File: config.mk
export PLATFORM = sky130hd
export DESIGN_NAME = encoder_pulse_width_meter_top
export DESIGN_NICKNAME = d
export VERILOG_FILES = /design/src/sv/epwm_pkg.sv /design/src/sv/encoder_pulse_width_meter_top.sv
export SDC_FILE = /design/constraint.sdc
export NUM_CORES = 1
export LEC_CHECK = 0
export BUFFER_PORTS_ARGS = -buffer_cell sky130_fd_sc_hd__buf_2
export CAP_MARGIN = 0
export CORE_MARGIN = 3
export CORE_UTILIZATION = 40
export CTS_CLUSTER_SIZE = 12
export DETAILED_ROUTE_END_ITERATION = 8
export HOLD_SLACK_MARGIN = 0.03
export PLACE_DENSITY_LB_ADDON = 0.05
export SKIP_LAST_GASP = 1
export SYNTH_ARGS = -nofsm -noshare
export SYNTH_HDL_FRONTEND = slang
export SYNTH_SLANG_ARGS = --single-unit
export TNS_END_PERCENT = 30
File: constraint.sdc
create_clock -name i_clk -period 10.2 [get_ports i_clk]
set_clock_uncertainty 0.2 [all_clocks]
set_input_delay 0 -clock i_clk [delete_from_list [all_inputs] [get_ports i_clk]]
set_output_delay 0 -clock i_clk [all_outputs]
set_load 0.01 [all_outputs]
File: src/sv/epwm_pkg.sv
// shared constants and types for the encoder pulse width meter
// no dependencies; imported by the top level and the testbench

package epwm_pkg;

    // default sizes of the capture counter and of the measured lengths
    localparam int COUNT_BITS_DEF  = 16;
    localparam int LENGTH_BITS_DEF = 20;

    // fixed field widths
    localparam int WEIGHT_BITS = 17;
    localparam int WRAP_BITS   = 4;
    localparam int GLITCH_BITS = 16;
    localparam int SPEED_BITS  = 24;
    localparam int DUTY_BITS   = 17;
    localparam int DUTY_FRAC   = 16;
    localparam int CFG_IDX_BITS  = 2;
    localparam int CFG_DATA_BITS = 24;

    // divider: dividend bits shifted in, step counter
    localparam int DIV_BITS     = SPEED_BITS;
    localparam int DIV_CNT_BITS = 5;

    // register reset values
    localparam logic [WEIGHT_BITS-1:0] WEIGHT_RST  = 17'd65535;
    localparam logic [WRAP_BITS-1:0]   MAX_OVF_RST = 4'd5;
    localparam logic [GLITCH_BITS-1:0] GLITCH_RST  = 16'd20;
    localparam logic [SPEED_BITS-1:0]  NUMER_RST   = 24'd7500000;

    // register indexes on the configuration port
    typedef enum logic [CFG_IDX_BITS-1:0] {
        CFG_OVERFLOW_WEIGHT = 2'd0,
        CFG_MAX_OVERFLOWS   = 2'd1,
        CFG_GLITCH_LIMIT    = 2'd2,
        CFG_SPEED_NUMERATOR = 2'd3
    } t_cfg_idx;

    // event kinds
    localparam logic ACT_CAPTURE  = 1'b0;
    localparam logic ACT_OVERFLOW = 1'b1;

    // sequencer states
    typedef enum logic [5:0] {
        ST_IDLE      = 6'b000001,
        ST_EXTEND    = 6'b000010,
        ST_SPEED_DIV = 6'b000100,
        ST_UPDATE    = 6'b001000,
        ST_DUTY_DIV  = 6'b010000,
        ST_DONE      = 6'b100000
    } t_state;

endpackage

File: src/sv/encoder_pulse_width_meter_top.sv
// encoder pulse width meter: input capture tachometer with a shared serial divider
// depends on epwm_pkg
//
// sequence: overflow words and captures that report no width pass the extend and
//   done states before o_m_tvalid rises; an accepted width also passes the speed
//   divide (rising edge, nonzero old period), update and duty divide states
// flow: one word at a time, the next word is taken once the last one's result is
//   registered; the single restoring divider is shared, and a held result stalls input
// reset: i_rst_n low at a clock edge clears all but payload, loads register defaults

module encoder_pulse_width_meter_top #(
    parameter int COUNT_BITS  = epwm_pkg::COUNT_BITS_DEF,
    parameter int LENGTH_BITS = epwm_pkg::LENGTH_BITS_DEF,
    localparam int IN_W        = COUNT_BITS + 1,
    localparam int IN_TDATA_W  = ((IN_W + 7) / 8) * 8,
    localparam int OUT_W       = 4 * LENGTH_BITS + 1 + epwm_pkg::SPEED_BITS
                               + epwm_pkg::DUTY_BITS + 2,
    localparam int OUT_TDATA_W = ((OUT_W + 7) / 8) * 8
) (
    input  logic                               i_clk,
    input  logic                               i_rst_n,
    // input words
    input  logic                               i_s_tvalid,
    output logic                               o_s_tready,
    // tdata: capture_count, pin_level, zero pad
    input  logic [IN_TDATA_W-1:0]              i_s_tdata,
    // tuser: action
    input  logic                               i_s_tuser,
    // result words
    output logic                               o_m_tvalid,
    input  logic                               i_m_tready,
    // tdata: width, high_length, low_length, period, speed, duty, armed,
    // timed_out, zero pad
    output logic [OUT_TDATA_W-1:0]             o_m_tdata,
    // tuser: width_valid
    output logic                               o_m_tuser,
    // register writes
    input  logic                               i_cfg_valid,
    output logic                               o_cfg_ready,
    input  logic [epwm_pkg::CFG_IDX_BITS-1:0]  i_cfg_index,
    input  logic [epwm_pkg::CFG_DATA_BITS-1:0] i_cfg_data
);

    import epwm_pkg::*;

    localparam int PER_BITS  = LENGTH_BITS + 1;
    localparam int PROD_BITS = WEIGHT_BITS + WRAP_BITS;
    localparam int EXT_BITS  = ((COUNT_BITS > PROD_BITS) ? COUNT_BITS : PROD_BITS) + 1;
    localparam int CMP_BITS  = (EXT_BITS > LENGTH_BITS) ? EXT_BITS : LENGTH_BITS;
    localparam int PAD_IN    = IN_TDATA_W - IN_W;
    localparam int PAD_OUT   = OUT_TDATA_W - OUT_W;

    localparam logic [LENGTH_BITS-1:0] LEN_MAX = {LENGTH_BITS{1'b1}};
    localparam logic [DUTY_BITS-1:0]   DUTY_ONE = DUTY_BITS'(1) << DUTY_FRAC;

    // configuration registers
    logic [WEIGHT_BITS-1:0] r_weight;
    logic [WRAP_BITS-1:0]   r_max_ovf;
    logic [GLITCH_BITS-1:0] r_glitch;
    logic [SPEED_BITS-1:0]  r_numer;

    // sequencer and measurement state
    t_state                 r_state, n_state;
    logic                   r_running, n_running;
    logic [WRAP_BITS-1:0]   r_wrap, n_wrap;
    logic [LENGTH_BITS-1:0] r_high, n_high;
    logic [LENGTH_BITS-1:0] r_low, n_low;
    logic [PER_BITS-1:0]    r_period, n_period;
    logic [SPEED_BITS-1:0]  r_speed, n_speed;
    logic [DUTY_BITS-1:0]   r_duty, n_duty;
    logic                   r_out_valid, n_out_valid;

    // per-word working registers
    logic                   r_act, n_act;
    logic [COUNT_BITS-1:0]  r_count, n_count;
    logic                   r_pin, n_pin;
    logic [LENGTH_BITS-1:0] r_w, n_w;
    logic                   r_wvalid, n_wvalid;
    logic                   r_tout, n_tout;

    // shared restoring divider
    logic [PER_BITS-1:0]     r_rem, n_rem;
    logic [DIV_BITS-1:0]     r_dbits, n_dbits;
    logic [DIV_BITS-1:0]     r_quo, n_quo;
    logic [DIV_CNT_BITS-1:0] r_dcnt, n_dcnt;

    // output word register
    logic [OUT_W-1:0] r_out_data, n_out_data;
    logic             r_out_user, n_out_user;

    logic                   s_accept;
    logic                   m_accept;
    logic [CMP_BITS-1:0]    ext_sum;
    logic [LENGTH_BITS-1:0] ext_w;
    logic [PER_BITS:0]      div_shift;
    logic                   div_ge;
    logic [PER_BITS-1:0]    div_rem_next;
    logic [DIV_BITS-1:0]    div_quo_next;
    logic [LENGTH_BITS-1:0] upd_high;
    logic [LENGTH_BITS-1:0] upd_low;
    logic [PER_BITS-1:0]    upd_period;
    logic [WRAP_BITS-1:0]   wrap_inc;

    assign o_s_tready  = (r_state == ST_IDLE);
    assign o_cfg_ready = 1'b1;
    assign s_accept    = i_s_tvalid && o_s_tready;
    assign m_accept    = r_out_valid && i_m_tready;

    assign o_m_tvalid = r_out_valid;
    assign o_m_tuser  = r_out_user;
    assign o_m_tdata  = {{PAD_OUT{1'b0}}, r_out_data};

    // count plus weighted overflows, saturated to the length width
    assign ext_sum = CMP_BITS'(r_count)
                   + CMP_BITS'(CMP_BITS'(r_weight) * CMP_BITS'(r_wrap));
    assign ext_w   = (ext_sum > CMP_BITS'(LEN_MAX)) ? LEN_MAX : ext_sum[LENGTH_BITS-1:0];

    // one restoring step: bring down the next dividend bit, subtract if it fits
    assign div_shift    = {r_rem, r_dbits[DIV_BITS-1]};
    assign div_ge       = (div_shift >= {1'b0, r_period});
    assign div_rem_next = div_ge ? PER_BITS'(div_shift - {1'b0, r_period})
                                 : div_shift[PER_BITS-1:0];
    assign div_quo_next = {r_quo[DIV_BITS-2:0], div_ge};

    // new lengths after an accepted width
    assign upd_high   = r_pin ? r_high : r_w;
    assign upd_low    = r_pin ? r_w : r_low;
    assign upd_period = PER_BITS'(upd_high) + PER_BITS'(upd_low);

    assign wrap_inc = r_wrap + WRAP_BITS'(1);

    always_comb begin
        n_state     = r_state;
        n_running   = r_running;
        n_wrap      = r_wrap;
        n_high      = r_high;
        n_low       = r_low;
        n_period    = r_period;
        n_speed     = r_speed;
        n_duty      = r_duty;
        n_out_valid = r_out_valid;
        n_act       = r_act;
        n_count     = r_count;
        n_pin       = r_pin;
        n_w         = r_w;
        n_wvalid    = r_wvalid;
        n_tout      = r_tout;
        n_rem       = r_rem;
        n_dbits     = r_dbits;
        n_quo       = r_quo;
        n_dcnt      = r_dcnt;
        n_out_data  = r_out_data;
        n_out_user  = r_out_user;

        if (m_accept) begin
            n_out_valid = 1'b0;
        end

        case (r_state)
            ST_IDLE: begin
                if (s_accept) begin
                    n_act   = i_s_tuser;
                    n_count = i_s_tdata[COUNT_BITS-1:0];
                    n_pin   = i_s_tdata[COUNT_BITS];
                    n_state = ST_EXTEND;
                end
            end
            ST_EXTEND: begin
                n_w      = '0;
                n_wvalid = 1'b0;
                n_tout   = 1'b0;
                n_state  = ST_DONE;
                if (r_act == ACT_OVERFLOW) begin
                    if (r_running) begin
                        n_wrap = wrap_inc;
                        if (wrap_inc >= r_max_ovf) begin
                            n_wrap    = '0;
                            n_running = 1'b0;
                            n_tout    = 1'b1;
                        end
                    end
                end else if (r_running) begin
                    n_w    = ext_w;
                    n_wrap = '0;
                    if (ext_w > LENGTH_BITS'(r_glitch)) begin
                        n_wvalid = 1'b1;
                        n_state  = ST_UPDATE;
                        if (r_pin) begin
                            // speed uses the period from before this edge
                            if (r_period == '0) begin
                                n_speed = '0;
                            end else begin
                                n_rem   = '0;
                                n_dbits = r_numer;
                                n_quo   = '0;
                                n_dcnt  = DIV_CNT_BITS'(SPEED_BITS);
                                n_state = ST_SPEED_DIV;
                            end
                        end
                    end
                end else if (r_pin) begin
                    n_running = 1'b1;
                    n_wrap    = '0;
                end
            end
            ST_SPEED_DIV: begin
                n_rem   = div_rem_next;
                n_dbits = {r_dbits[DIV_BITS-2:0], 1'b0};
                n_quo   = div_quo_next;
                n_dcnt  = r_dcnt - DIV_CNT_BITS'(1);
                if (r_dcnt == DIV_CNT_BITS'(1)) begin
                    n_speed = div_quo_next[SPEED_BITS-1:0];
                    n_state = ST_UPDATE;
                end
            end
            ST_UPDATE: begin
                n_high   = upd_high;
                n_low    = upd_low;
                n_period = upd_period;
                if (upd_period == '0) begin
                    n_duty  = '0;
                    n_state = ST_DONE;
                end else begin
                    // high <= period keeps the quotient within 17 bits, so the
                    // division starts with the top dividend bits already in
                    n_rem   = PER_BITS'(upd_high >> 1);
                    n_dbits = {upd_high[0], {(DIV_BITS-1){1'b0}}};
                    n_quo   = '0;
                    n_dcnt  = DIV_CNT_BITS'(DUTY_BITS);
                    n_state = ST_DUTY_DIV;
                end
            end
            ST_DUTY_DIV: begin
                n_rem   = div_rem_next;
                n_dbits = {r_dbits[DIV_BITS-2:0], 1'b0};
                n_quo   = div_quo_next;
                n_dcnt  = r_dcnt - DIV_CNT_BITS'(1);
                if (r_dcnt == DIV_CNT_BITS'(1)) begin
                    n_duty  = div_quo_next[DUTY_BITS-1:0];
                    n_state = ST_DONE;
                end
            end
            ST_DONE: begin
                // wait for room in the output register
                if (!r_out_valid || i_m_tready) begin
                    n_out_valid = 1'b1;
                    n_out_user  = r_wvalid;
                    n_out_data  = {r_tout, r_running, r_duty, r_speed, r_period,
                                   r_low, r_high, r_w};
                    n_state     = ST_IDLE;
                end
            end
            default: begin
                n_state = ST_IDLE;
            end
        endcase
    end

    // control and measurement state
    always_ff @(posedge i_clk) begin
        if (!i_rst_n) begin
            r_state     <= ST_IDLE;
            r_running   <= 1'b0;
            r_wrap      <= '0;
            r_high      <= '0;
            r_low       <= '0;
            r_period    <= '0;
            r_speed     <= '0;
            r_duty      <= '0;
            r_out_valid <= 1'b0;
        end else begin
            r_state     <= n_state;
            r_running   <= n_running;
            r_wrap      <= n_wrap;
            r_high      <= n_high;
            r_low       <= n_low;
            r_period    <= n_period;
            r_speed     <= n_speed;
            r_duty      <= n_duty;
            r_out_valid <= n_out_valid;
        end
    end

    // register writes
    always_ff @(posedge i_clk) begin
        if (!i_rst_n) begin
            r_weight  <= WEIGHT_RST;
            r_max_ovf <= MAX_OVF_RST;
            r_glitch  <= GLITCH_RST;
            r_numer   <= NUMER_RST;
        end else if (i_cfg_valid && o_cfg_ready) begin
            case (t_cfg_idx'(i_cfg_index))
                CFG_OVERFLOW_WEIGHT: r_weight  <= i_cfg_data[WEIGHT_BITS-1:0];
                CFG_MAX_OVERFLOWS:   r_max_ovf <= i_cfg_data[WRAP_BITS-1:0];
                CFG_GLITCH_LIMIT:    r_glitch  <= i_cfg_data[GLITCH_BITS-1:0];
                CFG_SPEED_NUMERATOR: r_numer   <= i_cfg_data[SPEED_BITS-1:0];
                default: begin
                end
            endcase
        end
    end

    // payload, no reset
    always_ff @(posedge i_clk) begin
        r_act      <= n_act;
        r_count    <= n_count;
        r_pin      <= n_pin;
        r_w        <= n_w;
        r_wvalid   <= n_wvalid;
        r_tout     <= n_tout;
        r_rem      <= n_rem;
        r_dbits    <= n_dbits;
        r_quo      <= n_quo;
        r_dcnt     <= n_dcnt;
        r_out_data <= n_out_data;
        r_out_user <= n_out_user;
    end

    // input padding bits carry nothing
    if (PAD_IN > 0) begin : g_pad_in
        logic unused_pad;
        assign unused_pad = ^i_s_tdata[IN_TDATA_W-1:IN_W];
    end

    // busy right after taking a word
    a_busy_after_accept: assert property (@(posedge i_clk) disable iff (!i_rst_n)
        s_accept |=> !o_s_tready)
        else $error("input accepted while a word is in progress");

    // a timeout always leaves the meter disarmed
    a_timeout_disarms: assert property (@(posedge i_clk) disable iff (!i_rst_n)
        (r_out_valid && r_out_data[OUT_W-1]) |-> !r_out_data[OUT_W-2])
        else $error("timed out but still armed");

    // duty never exceeds one in Q16
    a_duty_range: assert property (@(posedge i_clk) disable iff (!i_rst_n)
        (r_state == ST_DONE) |-> (r_duty <= DUTY_ONE))
        else $error("duty above one");

    // period tracks the two lengths once a width is taken
    a_period_sum: assert property (@(posedge i_clk) disable iff (!i_rst_n)
        (r_state == ST_DONE) |-> (r_period == PER_BITS'(r_high) + PER_BITS'(r_low)))
        else $error("period differs from high plus low");

endmodule

==> After elaboration in Yosys (flattened, before gate mapping) <==
Cells that the tools add are included.
W data, S select, Z words.
{ "totals": {"reg_bits": 413, "elab_cells": 152, "in_bits": 56, "output_inout_bits": 132} }
{ "op_classes": {"reduce_logical": 25, "bitwise_logic": 1, "muxes": 68, "n_lt_le_gt_ge": 4, "n_mul": 1, "n_eq_ne": 23, "addsub": 5} }
{ "ops": {"columns": ["op", "n"], "rows": [
  ["$mux W24", 12],
  ["$mux W21", 7],
  ["$mux W23", 6],
  ["$pmux W24 S3", 1],
  ["$pmux W23 S3", 1],
  ["$pmux W21 S3", 1],
  ["$mux W20", 3],
  ["$mux W6", 8],
  ["$pmux W24 S2", 1],
  ["$logic_not A21 Y1", 2],
  ["$pmux W6 S6", 1],
  ["$mux W17", 2],
  ["$pmux W17 S2", 1],
  ["$mux W5", 6],
  ["$mux W4", 7],
  ["$ne A2 B2 Y1 const B", 12],
  ["$add A16 B21 Y22", 1],
  ["$ge A22 B21 Y1", 1],
  ["$gt A22 B20 Y1 const B", 1],
  ["$add A20 B20 Y21", 1],
  ["$mul A17 B4 Y21", 1],
  ["$sub A21 B21 Y21", 1],
  ["$gt A20 B16 Y1", 1],
  ["$pmux W5 S3", 1],
  ["26 further kinds", 48]
]} }

==> Longest topological paths before layout <==
{ "depth": {"ltp_word": 9, "depth_mapped": 29, "depth_no_buf": 26} }

==> Worst setup path after synthesis <==
No wires, ideal clock.
{ "synth_path": {"path_type": "reg-to-reg", "from": "register r_wrap[2]", "to": "register r_dbits[0] (enable)", "arrival_time_ns": 8.190, "path_buffers": 3, "path_stages_with_launch": 28, "setup_time_ns": 1.154, "synth_period_minus_slack_ns": 9.544, "t_required_ns": 8.846, "setup_slack_ns": 0.656, "path_cell_list": "dfxtp_1 -> clkbuf_1 -> clkbuf_1 -> nand2_1 -> fa_1 -> fa_1 -> fa_1 -> inv_1 -> ha_1 -> nor2_1 -> o31ai_4 -> a31oi_1 -> a211o_1 -> a211o_1 -> and2_1 -> clkbuf_1 -> or2_2 -> ha_1 -> nor2b_1 -> o21a_1 -> o21a_1 -> o21ai_0 -> nand4b_1 -> a21o_1 -> o41ai_4 -> inv_1 -> nand4_1 -> o21ai_0"} }
{ "synth_between": {"elab_chain_cells": 7} }
{ "synth_lines": {"columns": ["element", "line", "source"], "rows": [
  ["from (decl)", "encoder_pulse_width_meter_top.sv:65", "logic [WRAP_BITS-1:0] r_wrap, n_wrap;"],
  ["from (signal assigned)", "encoder_pulse_width_meter_top.sv:274", "r_wrap <= n_wrap;"],
  ["$mul A17 B4 Y21", "encoder_pulse_width_meter_top.sv:115", "+ CMP_BITS'(CMP_BITS'(r_weight) * CMP_BITS'(r_wrap));"],
  ["$add A16 B21 Y22", "encoder_pulse_width_meter_top.sv:115", null],
  ["$gt A22 B20 Y1", "encoder_pulse_width_meter_top.sv:116", "assign ext_w = (ext_sum > CMP_BITS'(LEN_MAX)) ? LEN_MAX : ext_sum[LENGTH_BITS-1:0];"],
  ["$mux W20", "encoder_pulse_width_meter_top.sv:116", null],
  ["via ext_w[1]", "encoder_pulse_width_meter_top.sv:94", "logic [LENGTH_BITS-1:0] ext_w;"],
  ["$gt A20 B16 Y1", "encoder_pulse_width_meter_top.sv:185", "if (ext_w > LENGTH_BITS'(r_glitch)) begin"],
  ["$ne A2 B2 Y1 (no line)", null, null],
  ["$reduce_and A7 Y1 (no line)", null, null],
  ["to (signal assigned)", "encoder_pulse_width_meter_top.sv:312", "r_dbits <= n_dbits;"],
  ["to (decl)", "encoder_pulse_width_meter_top.sv:83", "logic [DIV_BITS-1:0] r_dbits, n_dbits;"]
]} }
The timed path passes the listed nets, and every way through them passes these cells.
A chain may end at the register's enable or synchronous reset.

==> Worst setup path after layout <==
{ "layout_path": {"from": "register r_wrap[2]", "to": "register r_dbits[15] (enable)"} }
{ "layout_between": {"elab_chain_cells": 7} }
{ "layout_lines": {"columns": ["element", "line"], "rows": [
  ["$mul A17 B4 Y21 *", "encoder_pulse_width_meter_top.sv:115"],
  ["$add A16 B21 Y22 *", "encoder_pulse_width_meter_top.sv:115"],
  ["$gt A22 B20 Y1", "encoder_pulse_width_meter_top.sv:116"],
  ["$mux W20 *", "encoder_pulse_width_meter_top.sv:116"],
  ["via ext_w[8]", "encoder_pulse_width_meter_top.sv:94"],
  ["$gt A20 B16 Y1 *", "encoder_pulse_width_meter_top.sv:185"],
  ["$ne A2 B2 Y1 (no line) *", null],
  ["$reduce_and A7 Y1 (no line) *", null]
]} }
Mark *: on every way through the listed nets, which the timed path passes. The rest lies on a longest branch.

==> impl_metrics.tcl <==
set metrics [dict create \
    status "finished, final reports clean" \
    async_flop_share_pct 0 \
    area_growth_pct 19.5 \
    die_w_um 234 \
    cpPeakStageDelay_ns 0.80 \
    die_y_um 234 \
    multi_input_area_um2 9320 \
    busiest_layer "met2" \
    gp_congestion 0.852 \
    leakage_nw 9.75 \
    power.density_nw_per_um2 153 \
    fin_total_pwr_mw 3.80 \
    power.internal_mw 2.91 \
    finalWirelength_um 55800 \
    cp_max_fo 47 \
    cp.arrival_ns 8.11 \
    grtUsageMet1_pct 28.9 \
    grt.met2_usage_pct 32.3 \
    period_share_pct 79.0 \
    synth_top_area_share_pct 34.3 \
    rsz0062_at_grt "false" \
    synth_common_cells "nand2_1, edfxtp_1, dfxtp_1" \
    cts_buffer_depth 3 \
    drt_iter0_markers 775 \
    drive_above_1_share_pct 14.5 \
    synth_warnings 0 \
    ant_nets 0 \
    cpMostUsedCell "fa_1" \
    antenna_cells 0 \
    grt_overflow_total 0 \
    drv_slew 0 \
    worstRegToRegCells 23 \
    route.detailed.drc 0 \
    r2r-end "r_dbits[15]$_DFFE_PP_" \
    whs_endpoint "r_numer[6]$_SDFFE_PN1P_" \
    grt_pass1_wl_um 86100 \
    setup_tns_ns 0 \
    grt_pass1_vias 15000 \
    grt.total_usage_pct 20.2 \
    tightest_slew_ns 1.17 \
    cts_inserted_buffers 46 \
    cp_data_required_time_ns 10.25 \
    p_clk_share_pct 44.9 \
    start_util_pct 41.0 \
    syn_area_per_cell_um2 10.2 \
    io_pins 188 \
    netlist_area_um2 20800 \
    path_cells "and2_1 -> fa_1 -> fa_1 -> fa_1 -> ha_1 -> nand2_2 -> o31ai_4 -> a31oi_1 -> a211o_1 -> a211o_1 -> and2_1 -> inv_1 -> o21ai_0 -> ha_1 -> nand4_1 -> nor4_1 -> a21oi_1 -> a21o_1 -> o41ai_4 -> inv_1 -> nand4_1 -> o21ai_4 -> buf_4" \
    hold_start "i_cfg_data[6]" \
    path_class "register to register" \
    max_slew_margin_pct 21.9 \
    reg2reg_from "r_wrap[2]$_SDFFE_PN0P_" \
    vias_per_cell 5.18 \
    clkTransAtPathRegs_ns 0.06 \
    fmaxAchievable_mhz 124 \
    synth-edff-count 238 \
    synth_cell_types 74 \
    ys_seq_area_share_pct 51.2 \
    ys_ff_latch 413 \
    dp_cells 2802 \
    antenna_found_initial 3 \
    setup_viol 0 \
    stdcell_count 2987 \
    cts_setup_buffers 0 \
    htree_levels 2 \
    fill_cells 4729 \
    nets 2477 \
    r2r_slack_ns 2.14 \
    synth.most_common_cell "nand2_1" \
    cts_tree "built" \
    p_comb_share_pct 7.8 \
    regArea_um2 10700 \
    portBuffers 175 \
    synth.largest_area_cell "edfxtp_1" \
    worstSetupStartpointType "register" \
    firstDrtPassIters 5 \
    avgRoutedWirePerCell_um 18.7 \
    end_kind "register" \
    irDropWorstVdd_uv 127 \
    die_area_um2 54800 \
    hold_viol 0 \
    synth-main-ff-cell "edfxtp_1" \
    dpl.hpwl_um 39100 \
    p_switching_uw 888 \
    p_seq_share_pct 47.3 \
    root_buffer "clkbuf_16" \
    p_sw_share_pct 23.4 \
    synthCells 2033 \
    min_path_cells 4 \
    grt_start_max_net_pins 88 \
    min_period_ns 8.06 \
    cts.sinks 413 \
    synth.area.top_cells "edfxtp_1, dfxtp_1, nand2_1" \
    cap_violations 0 \
    clock_latency_ns 0.60 \
    slowest_stage "dfxtp_1" \
    coreArea_um2 50800 \
    fp-row-count 82 \
    vias 15500 \
    hp-class "input port to register" \
    grtUsageMet3_pct 3.12 \
]
[how the worst max path moves through the flow]
stage | from | endpoint | slack (ns) | cells after the start
3_3_place_gp | r_wrap[2]$_SDFFE_PN0P_ | r_dbits[5]$_DFFE_PP_ | 2.30 | 25
2_1_floorplan | r_wrap[2]$_SDFFE_PN0P_ | r_dbits[0]$_DFFE_PP_ | 0.66 | 27
6_report | r_wrap[2]$_SDFFE_PN0P_ | r_dbits[15]$_DFFE_PP_ | 2.14 | 23
5_1_grt | r_wrap[2]$_SDFFE_PN0P_ | r_dbits[15]$_DFFE_PP_ | 1.68 | 23
4_1_cts | r_wrap[2]$_SDFFE_PN0P_ | r_dbits[15]$_DFFE_PP_ | 2.16 | 23
3_5_place_dp | r_wrap[2]$_SDFFE_PN0P_ | r_dbits[5]$_DFFE_PP_ | 2.21 | 23
[logic make-up after synthesis]
kind of cell / after synthesis / share of synthesized area (%)
other: 2 / 0.0361
buffers and inverters: 230 / 4.33
XOR/XNOR: 47 / 1.98
AND/OR/NAND/NOR: 748 / 16.7
multiplexers: 84 / 4.29
flip-flops: 413 / 51.2
AO/OA/AOI/OAI: 365 / 11.1
adder cells (fa/ha/maj): 144 / 10.4
[through the flow]
step                      hold WS (ns)  utilization (%)  cell area (um^2)  setup slack [ns]
after CTS                       0.0307             49.0             24900              2.16
after global placement         -0.0233             43.9             22300              2.30
after global routing            0.0651             49.0             24900              1.68
after floorplan                 -0.101                -             20800             0.656
final                           0.0652             49.0             24900              2.14
after detailed placement       -0.0219             43.9             22300              2.21
[worst max-delay path, delay by kind of cell, from the launching register on]
kind | cells | cell delay [ns]
compound gates | 9 | 2.19
flops | 1 | 0.80
fa+ha+maj | 5 | 2.22
simple gates | 6 | 1.33
buf+inv | 3 | 0.87
[repair_timing]
item / 4_1_cts / 5_1_grt
resized for setup: 0 / 0
hold endpoints to repair: 91 / 0
hold buffers: 99 / 0
[flip-flops by register name (all words and copies together) (netlist names), 21 cells and up]
name        count
r_dbits        24
r_period       21
r_rem          21
r_speed        24
r_out_data    124
r_quo          23
r_numer        24
[layout by cell type, fill, tap and decap left out, types with 8 or more instances in the layout]
| cell type | instances |
|---|---|
| a211oi_1 | 15 |
| a21o_1 | 24 |
| a21oi_1 | 141 |
| and2_1 | 101 |
| buf_2 | 175 |
| buf_4 | 20 |
| clkbuf_1 | 14 |
| clkbuf_16 | 46 |
| dfxtp_1 | 175 |
| dlygate4sd3_1 | 99 |
| edfxtp_1 | 238 |
| fa_1 | 47 |
| ha_1 | 97 |
| inv_1 | 128 |
| mux2_2 | 42 |
| mux2i_1 | 42 |
| nand2_1 | 368 |
| nand2b_1 | 10 |
| nand3_1 | 73 |
| nand4_1 | 14 |
| nor2_1 | 87 |
| nor2b_1 | 13 |
| nor3_1 | 21 |
| nor4_1 | 10 |
| o21a_1 | 16 |
| o21ai_0 | 83 |
| o221ai_1 | 8 |
| or2_2 | 11 |
| xnor2_1 | 31 |
| xor2_1 | 16 |
[layer usage]
metal / wire length (um) / up-vias
li1: - / 7563
met3: 2650 / 83
met2: 25600 / 303
met1: 26500 / 7525
met5: 9 / -
met4: 1070 / 2
[power groups by stage]
stage / clock network (mW) / logic [mW] / registers, mW
3_5_place_dp: 0 / 0.265 / 1.84
3_3_place_gp: 0 / 0.263 / 1.84
2_1_floorplan: 0 / 0.183 / 1.83
4_1_cts: 1.75 / 0.295 / 1.80
6_report: 1.71 / 0.296 / 1.80
5_1_grt: 1.82 / 0.329 / 1.80
[layout make-up]
| type | instances | share of cell area (%) |
|---|---|---|
| Inverter | 129 | 1.95 |
| Tap cell | 672 | 3.38 |
| Clock inverter | 20 | 1.09 |
| Multi-Input combinational cell | 1393 | 37.5 |
| Timing Repair Buffer | 294 | 8.11 |
| Clock buffer | 66 | 5.17 |
| Sequential cell | 413 | 42.8 |
No activity file was read; power rests on OpenSTA's default activity.
